[config.mk]
export PLATFORM = sky130hd
export DESIGN_NAME = touch_frame_deframer_queue_flat
export DESIGN_NICKNAME = d
export VERILOG_FILES = /design/src/hw/rtl/tfdq_pkg.sv /design/src/hw/rtl/tfdq_if.sv /design/src/hw/rtl/tfdq_parser.sv /design/src/hw/rtl/tfdq_queue.sv /design/src/hw/rtl/touch_frame_deframer_queue.sv /design/src/flat_wrapper.sv
export SDC_FILE = /design/constraint.sdc
export NUM_CORES = 1
export LEC_CHECK = 0
export BUFFER_PORTS_ARGS = -buffer_cell sky130_fd_sc_hd__buf_2
export CAP_MARGIN = 0
export CELL_PAD_IN_SITES_DETAIL_PLACEMENT = 0
export CELL_PAD_IN_SITES_GLOBAL_PLACEMENT = 1
export CORE_AREA = 2 2 185 114
export CTS_BUF_LIST = sky130_fd_sc_hd__clkbuf_16
export DETAILED_ROUTE_END_ITERATION = 16
export DIE_AREA = 0 0 187 116
export HOLD_SLACK_MARGIN = 0.12
export PLACE_DENSITY_LB_ADDON = 0.05
export SLEW_MARGIN = 0
export SYNTH_ARGS = -nofsm -noshare
export SYNTH_HDL_FRONTEND = slang
export SYNTH_SLANG_ARGS = --single-unit
[constraint.sdc]
create_clock -name i_clk -period 5.37 [get_ports i_clk]
set_input_delay 0.2685 -clock i_clk [delete_from_list [all_inputs] [get_ports i_clk]]
set_output_delay 0.2685 -clock i_clk [all_outputs]
set_load 0.02 [all_outputs]
[src/hw/rtl/tfdq_pkg.sv]
`timescale 1ns / 1ps
// ----------------------------------------------------------------------------
// tfdq_pkg
// Shared types, constants and helpers of the touch frame deframer queue.
// ----------------------------------------------------------------------------
package tfdq_pkg;

    localparam int MAX_FRAME_LEN = 64;
    localparam int QUEUE_DEPTH   = 8;
    localparam int HEAD_KEEP     = 6;

    localparam int LEN_W = $clog2(MAX_FRAME_LEN + 1);
    localparam int PTR_W = $clog2(QUEUE_DEPTH);

    localparam logic [7:0] HDR_FIRST  = 8'h5A;
    localparam logic [7:0] HDR_SECOND = 8'hA5;
    localparam logic [7:0] CMD_UPLOAD = 8'h83;

    localparam logic KIND_BYTE = 1'b0;
    localparam logic KIND_POP  = 1'b1;

    typedef enum logic [1:0] {
        PH_H1   = 2'd0,
        PH_H2   = 2'd1,
        PH_LEN  = 2'd2,
        PH_DATA = 2'd3
    } t_phase;

    typedef struct packed {
        logic        valid;
        logic [15:0] code;
    } t_push;

    function automatic logic [PTR_W-1:0] ptr_inc(input logic [PTR_W-1:0] p);
        logic [PTR_W-1:0] r;
        if (p == PTR_W'(QUEUE_DEPTH - 1)) begin
            r = '0;
        end else begin
            r = p + 1'b1;
        end
        return r;
    endfunction

endpackage

[src/hw/rtl/tfdq_if.sv]
`timescale 1ns / 1ps
// ----------------------------------------------------------------------------
// tfdq interfaces
// Input, result and register write channels with valid/ready handshakes.
// ----------------------------------------------------------------------------
interface tfdq_in_if;
    logic       valid;
    logic       ready;
    logic       kind;
    logic [7:0] rx_byte;

    modport source (output valid, kind, rx_byte, input ready);
    modport sink   (input valid, kind, rx_byte, output ready);
endinterface

interface tfdq_out_if;
    logic        valid;
    logic        ready;
    logic        code_valid;
    logic [15:0] touch_code;

    modport source (output valid, code_valid, touch_code, input ready);
    modport sink   (input valid, code_valid, touch_code, output ready);
endinterface

interface tfdq_cfg_if;
    logic        valid;
    logic        ready;
    logic [15:0] touch_vp_address;

    modport source (output valid, touch_vp_address, input ready);
    modport sink   (input valid, touch_vp_address, output ready);
endinterface

[src/hw/rtl/tfdq_parser.sv]
`timescale 1ns / 1ps
// ----------------------------------------------------------------------------
// tfdq_parser
// Header/length frame parser; flags a touch code to queue at frame end.
// ----------------------------------------------------------------------------
module tfdq_parser (
    input  logic                 i_clk,
    input  logic                 i_rst_n,
    input  logic                 i_byte_en,
    input  logic [7:0]           i_byte,
    input  logic [15:0]          i_vp_addr,
    output tfdq_pkg::t_push      o_push
);
    import tfdq_pkg::*;

    t_phase           r_phase, n_phase;
    logic [LEN_W-1:0] r_len, n_len;
    logic [LEN_W-1:0] r_idx, n_idx;
    logic [7:0]       r_head [HEAD_KEEP];
    logic [7:0]       head_eff [HEAD_KEEP];
    logic [HEAD_KEEP-1:0] head_we;
    logic [LEN_W-1:0] idx_inc;
    logic             last_byte;
    logic             data_byte;

    assign idx_inc   = r_idx + 1'b1;
    assign last_byte = (idx_inc >= r_len);
    assign data_byte = i_byte_en && (r_phase == PH_DATA);

    // Next state.
    always_comb begin
        n_phase = r_phase;
        n_len   = r_len;
        n_idx   = r_idx;
        if (i_byte_en) begin
            case (r_phase)
                PH_H1: begin
                    if (i_byte == HDR_FIRST) n_phase = PH_H2;
                end
                PH_H2: begin
                    if (i_byte == HDR_SECOND) begin
                        n_phase = PH_LEN;
                    end else if (i_byte != HDR_FIRST) begin
                        n_phase = PH_H1;
                    end
                end
                PH_LEN: begin
                    if (i_byte == 8'd0 || i_byte > 8'(MAX_FRAME_LEN)) begin
                        n_phase = PH_H1;
                    end else begin
                        n_len   = i_byte[LEN_W-1:0];
                        n_idx   = '0;
                        n_phase = PH_DATA;
                    end
                end
                PH_DATA: begin
                    n_idx = idx_inc;
                    if (last_byte) n_phase = PH_H1;
                end
                default: n_phase = PH_H1;
            endcase
        end
    end

    // Outputs: head byte capture and the frame check. The byte that arrives
    // now is merged in, since it can itself be the last head byte.
    always_comb begin
        for (int k = 0; k < HEAD_KEEP; k++) begin
            head_we[k]  = data_byte && (r_idx == LEN_W'(k));
            head_eff[k] = head_we[k] ? i_byte : r_head[k];
        end
        o_push.valid = data_byte && last_byte
                    && (r_len >= LEN_W'(HEAD_KEEP))
                    && (head_eff[0] == CMD_UPLOAD)
                    && ({head_eff[1], head_eff[2]} == i_vp_addr)
                    && (head_eff[3] != 8'd0);
        o_push.code  = {head_eff[4], head_eff[5]};
    end

    always_ff @(posedge i_clk) begin
        if (!i_rst_n) begin
            r_phase <= PH_H1;
            r_len   <= '0;
            r_idx   <= '0;
        end else begin
            r_phase <= n_phase;
            r_len   <= n_len;
            r_idx   <= n_idx;
        end
    end

    always_ff @(posedge i_clk) begin
        for (int k = 0; k < HEAD_KEEP; k++) begin
            if (head_we[k]) r_head[k] <= i_byte;
        end
    end

endmodule

[src/hw/rtl/tfdq_queue.sv]
`timescale 1ns / 1ps
// ----------------------------------------------------------------------------
// tfdq_queue
// Ring queue of touch codes; one slot stays free to tell full from empty.
// ----------------------------------------------------------------------------
module tfdq_queue (
    input  logic             i_clk,
    input  logic             i_rst_n,
    input  tfdq_pkg::t_push  i_push,
    input  logic             i_pop,
    output logic             o_code_valid,
    output logic [15:0]      o_code
);
    import tfdq_pkg::*;

    logic [15:0]      r_store [QUEUE_DEPTH];
    logic [PTR_W-1:0] r_wp, n_wp;
    logic [PTR_W-1:0] r_rp, n_rp;
    logic [PTR_W-1:0] wp_inc;
    logic             empty;
    logic             push_ok;

    assign wp_inc  = ptr_inc(r_wp);
    assign empty   = (r_wp == r_rp);
    assign push_ok = i_push.valid && (wp_inc != r_rp);

    assign o_code_valid = !empty;
    assign o_code       = empty ? 16'd0 : r_store[r_rp];

    always_comb begin
        n_wp = push_ok ? wp_inc : r_wp;
        n_rp = (i_pop && !empty) ? ptr_inc(r_rp) : r_rp;
    end

    always_ff @(posedge i_clk) begin
        if (!i_rst_n) begin
            r_wp <= '0;
            r_rp <= '0;
        end else begin
            r_wp <= n_wp;
            r_rp <= n_rp;
        end
    end

    always_ff @(posedge i_clk) begin
        if (push_ok) r_store[r_wp] <= i_push.code;
    end

endmodule

[src/hw/rtl/touch_frame_deframer_queue.sv]
`timescale 1ns / 1ps
// ----------------------------------------------------------------------------
// touch_frame_deframer_queue
// Serial frame parser that queues touch codes from matching upload frames.
// ----------------------------------------------------------------------------
// The block takes one item per clock cycle while no pop item waits. A byte item
// produces no result; a pop item passes from the input register to the output
// register as soon as the output side has taken any earlier result. The rate is
// set by the single processing stage between the input register and the
// output register, where the parser and the queue each update once a cycle.
// A pop item waits in the input register while an earlier result is still
// held in the output register; byte items behind that waiting pop are held
// back meanwhile.
module touch_frame_deframer_queue (
    input  logic        i_clk,
    input  logic        i_rst_n,
    tfdq_in_if.sink     i_in,
    tfdq_out_if.source  o_out,
    tfdq_cfg_if.sink    i_cfg
);
    import tfdq_pkg::*;

    logic        r_in_valid;
    logic        r_in_kind;
    logic [7:0]  r_in_byte;
    logic        r_out_valid;
    logic        r_out_code_valid;
    logic [15:0] r_out_code;
    logic [15:0] r_vp_addr;

    logic        out_free;
    logic        advance;
    logic        byte_en;
    logic        pop_en;
    t_push       push;
    logic        q_code_valid;
    logic [15:0] q_code;

    assign out_free = !r_out_valid || o_out.ready;
    assign advance  = r_in_valid && ((r_in_kind == KIND_BYTE) || out_free);
    assign byte_en  = advance && (r_in_kind == KIND_BYTE);
    assign pop_en   = advance && (r_in_kind == KIND_POP);

    assign i_in.ready       = !r_in_valid || advance;
    assign i_cfg.ready      = 1'b1;
    assign o_out.valid      = r_out_valid;
    assign o_out.code_valid = r_out_code_valid;
    assign o_out.touch_code = r_out_code;

    tfdq_parser u_parser (
        .i_clk     (i_clk),
        .i_rst_n   (i_rst_n),
        .i_byte_en (byte_en),
        .i_byte    (r_in_byte),
        .i_vp_addr (r_vp_addr),
        .o_push    (push)
    );

    tfdq_queue u_queue (
        .i_clk        (i_clk),
        .i_rst_n      (i_rst_n),
        .i_push       (push),
        .i_pop        (pop_en),
        .o_code_valid (q_code_valid),
        .o_code       (q_code)
    );

    always_ff @(posedge i_clk) begin
        if (!i_rst_n) begin
            r_in_valid  <= 1'b0;
            r_out_valid <= 1'b0;
            r_vp_addr   <= '0;
        end else begin
            if (i_in.ready) r_in_valid <= i_in.valid;
            if (pop_en) begin
                r_out_valid <= 1'b1;
            end else if (o_out.ready) begin
                r_out_valid <= 1'b0;
            end
            if (i_cfg.valid) r_vp_addr <= i_cfg.touch_vp_address;
        end
    end

    always_ff @(posedge i_clk) begin
        if (i_in.valid && i_in.ready) begin
            r_in_kind <= i_in.kind;
            r_in_byte <= i_in.rx_byte;
        end
        if (pop_en) begin
            r_out_code_valid <= q_code_valid;
            r_out_code       <= q_code;
        end
    end

endmodule

[src/flat_wrapper.sv]
// flat-port wrapper written by rule: the top's interface ports become plain ports
module touch_frame_deframer_queue_flat import tfdq_pkg::*;
  (i_clk, i_rst_n, i_in_valid, i_in_kind, i_in_rx_byte, i_in_ready, o_out_valid, o_out_code_valid, o_out_touch_code, o_out_ready, i_cfg_valid, i_cfg_touch_vp_address, i_cfg_ready);
  tfdq_in_if i_in_i ();
  tfdq_out_if o_out_i ();
  tfdq_cfg_if i_cfg_i ();
  input  logic i_clk;
  input  logic i_rst_n;
  input wire logic [$bits(i_in_i.valid)-1:0] i_in_valid;
  input wire logic [$bits(i_in_i.kind)-1:0] i_in_kind;
  input wire logic [$bits(i_in_i.rx_byte)-1:0] i_in_rx_byte;
  output wire logic [$bits(i_in_i.ready)-1:0] i_in_ready;
  output wire logic [$bits(o_out_i.valid)-1:0] o_out_valid;
  output wire logic [$bits(o_out_i.code_valid)-1:0] o_out_code_valid;
  output wire logic [$bits(o_out_i.touch_code)-1:0] o_out_touch_code;
  input wire logic [$bits(o_out_i.ready)-1:0] o_out_ready;
  input wire logic [$bits(i_cfg_i.valid)-1:0] i_cfg_valid;
  input wire logic [$bits(i_cfg_i.touch_vp_address)-1:0] i_cfg_touch_vp_address;
  output wire logic [$bits(i_cfg_i.ready)-1:0] i_cfg_ready;
  assign i_in_i.valid = i_in_valid;
  assign i_in_i.kind = i_in_kind;
  assign i_in_i.rx_byte = i_in_rx_byte;
  assign i_in_ready = i_in_i.ready;
  assign o_out_valid = o_out_i.valid;
  assign o_out_code_valid = o_out_i.code_valid;
  assign o_out_touch_code = o_out_i.touch_code;
  assign o_out_i.ready = o_out_ready;
  assign i_cfg_i.valid = i_cfg_valid;
  assign i_cfg_i.touch_vp_address = i_cfg_touch_vp_address;
  assign i_cfg_ready = i_cfg_i.ready;
  touch_frame_deframer_queue u_core (.i_clk(i_clk), .i_rst_n(i_rst_n), .i_in(i_in_i), .o_out(o_out_i), .i_cfg(i_cfg_i));
endmodule
==> impl_summary.log <==
[metrics] outcome: finished, final reports clean
[metrics] required time worst endpoint: approximately 5.6 ns
[metrics] Area Growth Syn to Fin: 16.17%
[metrics] post-synthesis area per instance: 14.46 µm²
[metrics] net count of the mapped netlist: between 700 and 800
[metrics] most frequent standard cell in the layout excluding fill and tap cells: edfxtp_1
[metrics] share of the synthesized area in the top cell type: 46.76%
[metrics] cell area after layout: 11,490 µm²
[metrics] Final min period: just over 4 ns
[metrics] number of buffers inserted during clock tree synthesis: 23
[metrics] capturing point of the worst reg2reg path: u_core.u_queue.r_store[1][0]
[metrics] count of antenna diodes in the layout: 0
[metrics] number of antenna violations at the first check in global routing: 0
[metrics] final number of max-transition violations: 0
[metrics] Crit. End Element: flop
[metrics] number of vias per cell after detailed routing: 5.455
[metrics] TritonCTS clock tree: yes
[metrics] Worst setup SP type: flop
[metrics] Internal Dissipation: roughly 2.9 mW
[metrics] max_cap viols: 0
[metrics] routed via count: approximately 5,800
[metrics] maximum fanout along the worst path: 16
[metrics] grt ovf: 0
[metrics] commonest cells after routing, fill and taps aside: 154 x edfxtp_1, 87 x dfxtp_1, 54 x nor2_1
[metrics] Synthesis Warnings: 0
[metrics] CTS sink cnt: 242
[metrics] Initial Util: 49.78%
[metrics] Longest Clk Path Bufs: 3
[metrics] count of mapped cells out of synthesis: around 700
[metrics] PwrDens: 312.9 nW/µm²
[metrics] final setup slack of the worst path: 1.323 ns
[metrics] leakage dissipation: 4.384 nW
[metrics] primary flip-flop cell chosen by synthesis mapping: edfxtp_1
[metrics] class of the most critical hold timing path: primary input to flop
[metrics] clock latency of the later-clocked register in the worst-skew pair: around 0.52 ns
[metrics] Relative slew margins: ~30%
[metrics] Hold Vio Cnt, Final: 0
[metrics] Worst EP arrival: 4.23 ns
[metrics] final routed wire length divided by cell count: 19.61 µm
[metrics] register-to-register setup slack: ~1.3 ns
[metrics] number of H-tree levels: 1
[metrics] classification of the worst setup path: flop to flop
[metrics] fin nets: 811
[metrics] total negative slack: 0 ns
[metrics] Unique masters post-synth: 58
[metrics] share of post-route cells with drive strength above 1: a little under a quarter
[metrics] Post-route DRC: 0
[metrics] die area: 21,690 µm²
[metrics] sequential share of power: 55.4%
[metrics] Async S/R FF share, synth: 0%
[metrics] unrepaired setup endpoints after global routing: no
[metrics] Vert. Die Dim: 116 µm
[metrics] Max rail drop VDD: ~230 µV
[metrics] final clock period utilization by the worst path: 75.36%
[metrics] Worst Hold Path Cells: 4
[metrics] die boundary width: around 190 µm
[metrics] largest net degree at the start of global routing: 38
[metrics] R2R depth: 8
[metrics] Ports: 50
[metrics] Clock Skew: 0.02090 ns
[metrics] HPWL after detailed placement: 14.18 mm
[metrics] Synth area leader: edfxtp_1
[metrics] clock network power share: around two fifths
[metrics] hold-critical path endpoint: u_core.r_in_valid
[metrics] first-pass GRT wire length: 32.92 mm
[metrics] Hold Crit Start: o_out_ready
[metrics] Switching Share: 20.72%
[metrics] sequential fraction of the synthesis area: ~65%
[metrics] fraction of power consumed by combinational cells: between 2 and 3%
[metrics] post-synthesis register bit count: 242
[metrics] setup slack at placement: 1.392 ns
[metrics] startpoint of the lowest-slack register-to-register path: u_core.r_in_kind
[metrics] maximum frequency from static timing analysis: 247.1 MHz
[metrics] quantity of I/O buffers inserted on ports: 48
[metrics] First-pass DRT Iterations: 5
[metrics] number of global-route vias before repair: 5,659
[metrics] net switching power of the design: 0.7451 mW
[metrics] Placer Congestion: 0.8324
[metrics] overall global routing resource usage: 19.92%
[metrics] initial DRC count: around 470
[metrics] Placeable Area: 19,870 µm²
[metrics] Post-synth EDFFs: 154
[metrics] clock tree root driver cell: clkbuf_16
[metrics] antenna viol nets, final: 0
[metrics] post-synth design cell area: 9891 µm²
[metrics] clock slew at the register clock pins of the worst setup and hold paths: 0.06 ns
[metrics] number of cell rows: 40
[metrics] WL final: 20.71 mm
[metrics] slew at the pin closest to its max-slew limit: 1.052 ns
[metrics] final number of setup-violating endpoints: 0
[metrics] cell types occupying the most area after synthesis: edfxtp_1 47%, dfxtp_1 18%, mux4_2 7.3%, mux2i_1 4.7%, mux2_2 3.8%
[metrics] cell area after placement: ~11,000 µm²
[what timing repair did]
item	4_1_cts	5_1_grt
resized for setup	0	0
setup buffers	0	0
hold endpoints to repair	30	0
hold buffers	27	0
[cells in the mapped netlist, types with 5 or more instances]
| library cell | n |
|---|---|
| a21oi_1 | 18 |
| mux2i_1 | 46 |
| ha_1 | 15 |
| nand3_1 | 5 |
| o21ai_0 | 22 |
| nor3_1 | 12 |
| nor2b_1 | 6 |
| or4_1 | 7 |
| nor4_1 | 11 |
| edfxtp_1 | 154 |
| mux2_2 | 33 |
| nand4_1 | 10 |
| nand2_1 | 25 |
| xnor2_1 | 8 |
| clkbuf_1 | 31 |
| nor2_1 | 55 |
| dfxtp_1 | 88 |
| xor2_1 | 18 |
| inv_1 | 27 |
| mux4_2 | 32 |
[power by group through the flow]
stage	clock network, mW	registers (mW)	logic (mW)
6_report	1.50	1.99	0.104
5_1_grt	1.62	1.99	0.113
4_1_cts	1.54	1.99	0.104
3_5_place_dp	0	2.03	0.0886
3_3_place_gp	0	2.03	0.0868
2_1_floorplan	0	2.03	0.0548
[state kept, by name (all words and copies together) (netlist names)]
name / flops
u_core.o_out.code_valid: 1
u_core.o_out.touch_code: 16
u_core.o_out.valid: 1
u_core.r_in_byte: 8
u_core.r_in_kind: 1
u_core.r_in_valid: 1
u_core.r_vp_addr: 16
u_core.u_parser.r_head: 48
u_core.u_parser.r_idx: 7
u_core.u_parser.r_len: 7
u_core.u_parser.r_phase: 2
u_core.u_queue.r_rp: 3
u_core.u_queue.r_store: 128
u_core.u_queue.r_wp: 3
[logic make-up (layout without fill, tap and decap cells)]
group           after synthesis  count (layout)  share of synthesized area, %
simple gates                160             160                         8.893
xor+xnor                     26              26                         2.302
buf+inv                      65             164                         2.593
flops                       242             242                         64.57
compound gates               63              63                         3.858
mux                         112             112                         15.85
fa+ha+maj                    15              15                         1.898
other cells                   1               1                       0.03791
[worst max-delay path: stages, from the launching register on]
cell      delay, ns
edfxtp_1       0.48
nand4b_1       0.46
or4_1          0.85
nor4_1         0.38
o211ai_1       0.23
nor4_2         0.38
nand3_2        0.33
nor4b_4        0.29
buf_4          0.32
[routing by layer]
metal	part of all wire [%]	wire length (µm)	vias up	GRT usage (%)
met1	51	10530	2838	31.28
li1	-	-	2745	-
met5	0	0	-	0
met3	5.6	1165	23	3.180
met2	42	8766	155	29.52
met4	1.2	255	0	3.598
[metrics by stage]
step | util, % | hold WS, ns | instances | power [mW]
floorplan | - | 0.3674 | 684 | 2.082
global placement | 52.99 | 0.4349 | 987 | 2.119
detailed placement | 52.99 | 0.4462 | 987 | 2.121
CTS | 57.83 | 0.1267 | 1056 | 3.637
global route | 57.83 | 0.2018 | 1056 | 3.725
finish | 57.83 | 0.1489 | 1056 | 3.595
[how the worst max path moves through the flow]
stage / depth (start not counted) / slack, ns / endpoint / from
6_report: 8 / 1.32 / u_core.u_queue.r_store[1][0] / u_core.r_in_kind
5_1_grt: 8 / 1.08 / u_core.u_queue.r_store[5][5] / u_core.r_in_kind
4_1_cts: 8 / 1.38 / u_core.u_queue.r_store[1][0] / u_core.r_in_kind
3_5_place_dp: 8 / 1.39 / u_core.u_queue.r_store[1][9] / u_core.r_in_kind
3_3_place_gp: 8 / 1.51 / u_core.u_queue.r_store[5][2] / u_core.u_parser.r_idx[3]
2_1_floorplan: 8 / 0.72 / u_core.u_queue.r_store[0][0] / u_core.u_parser.r_idx[3]
[layout make-up]
cell class / instances / area (µm²)
multi-input cells: 377 / 3308
clock buffers: 23 / 575.6
flip-flops and latches: 242 / 6387
fillers: 1591 / 8379
well taps: 273 / 341.6
repair buffers: 95 / 660.6
clock inverters: 19 / 115.1
inverters: 27 / 101.3
Power figures use the tool's default switching activity.
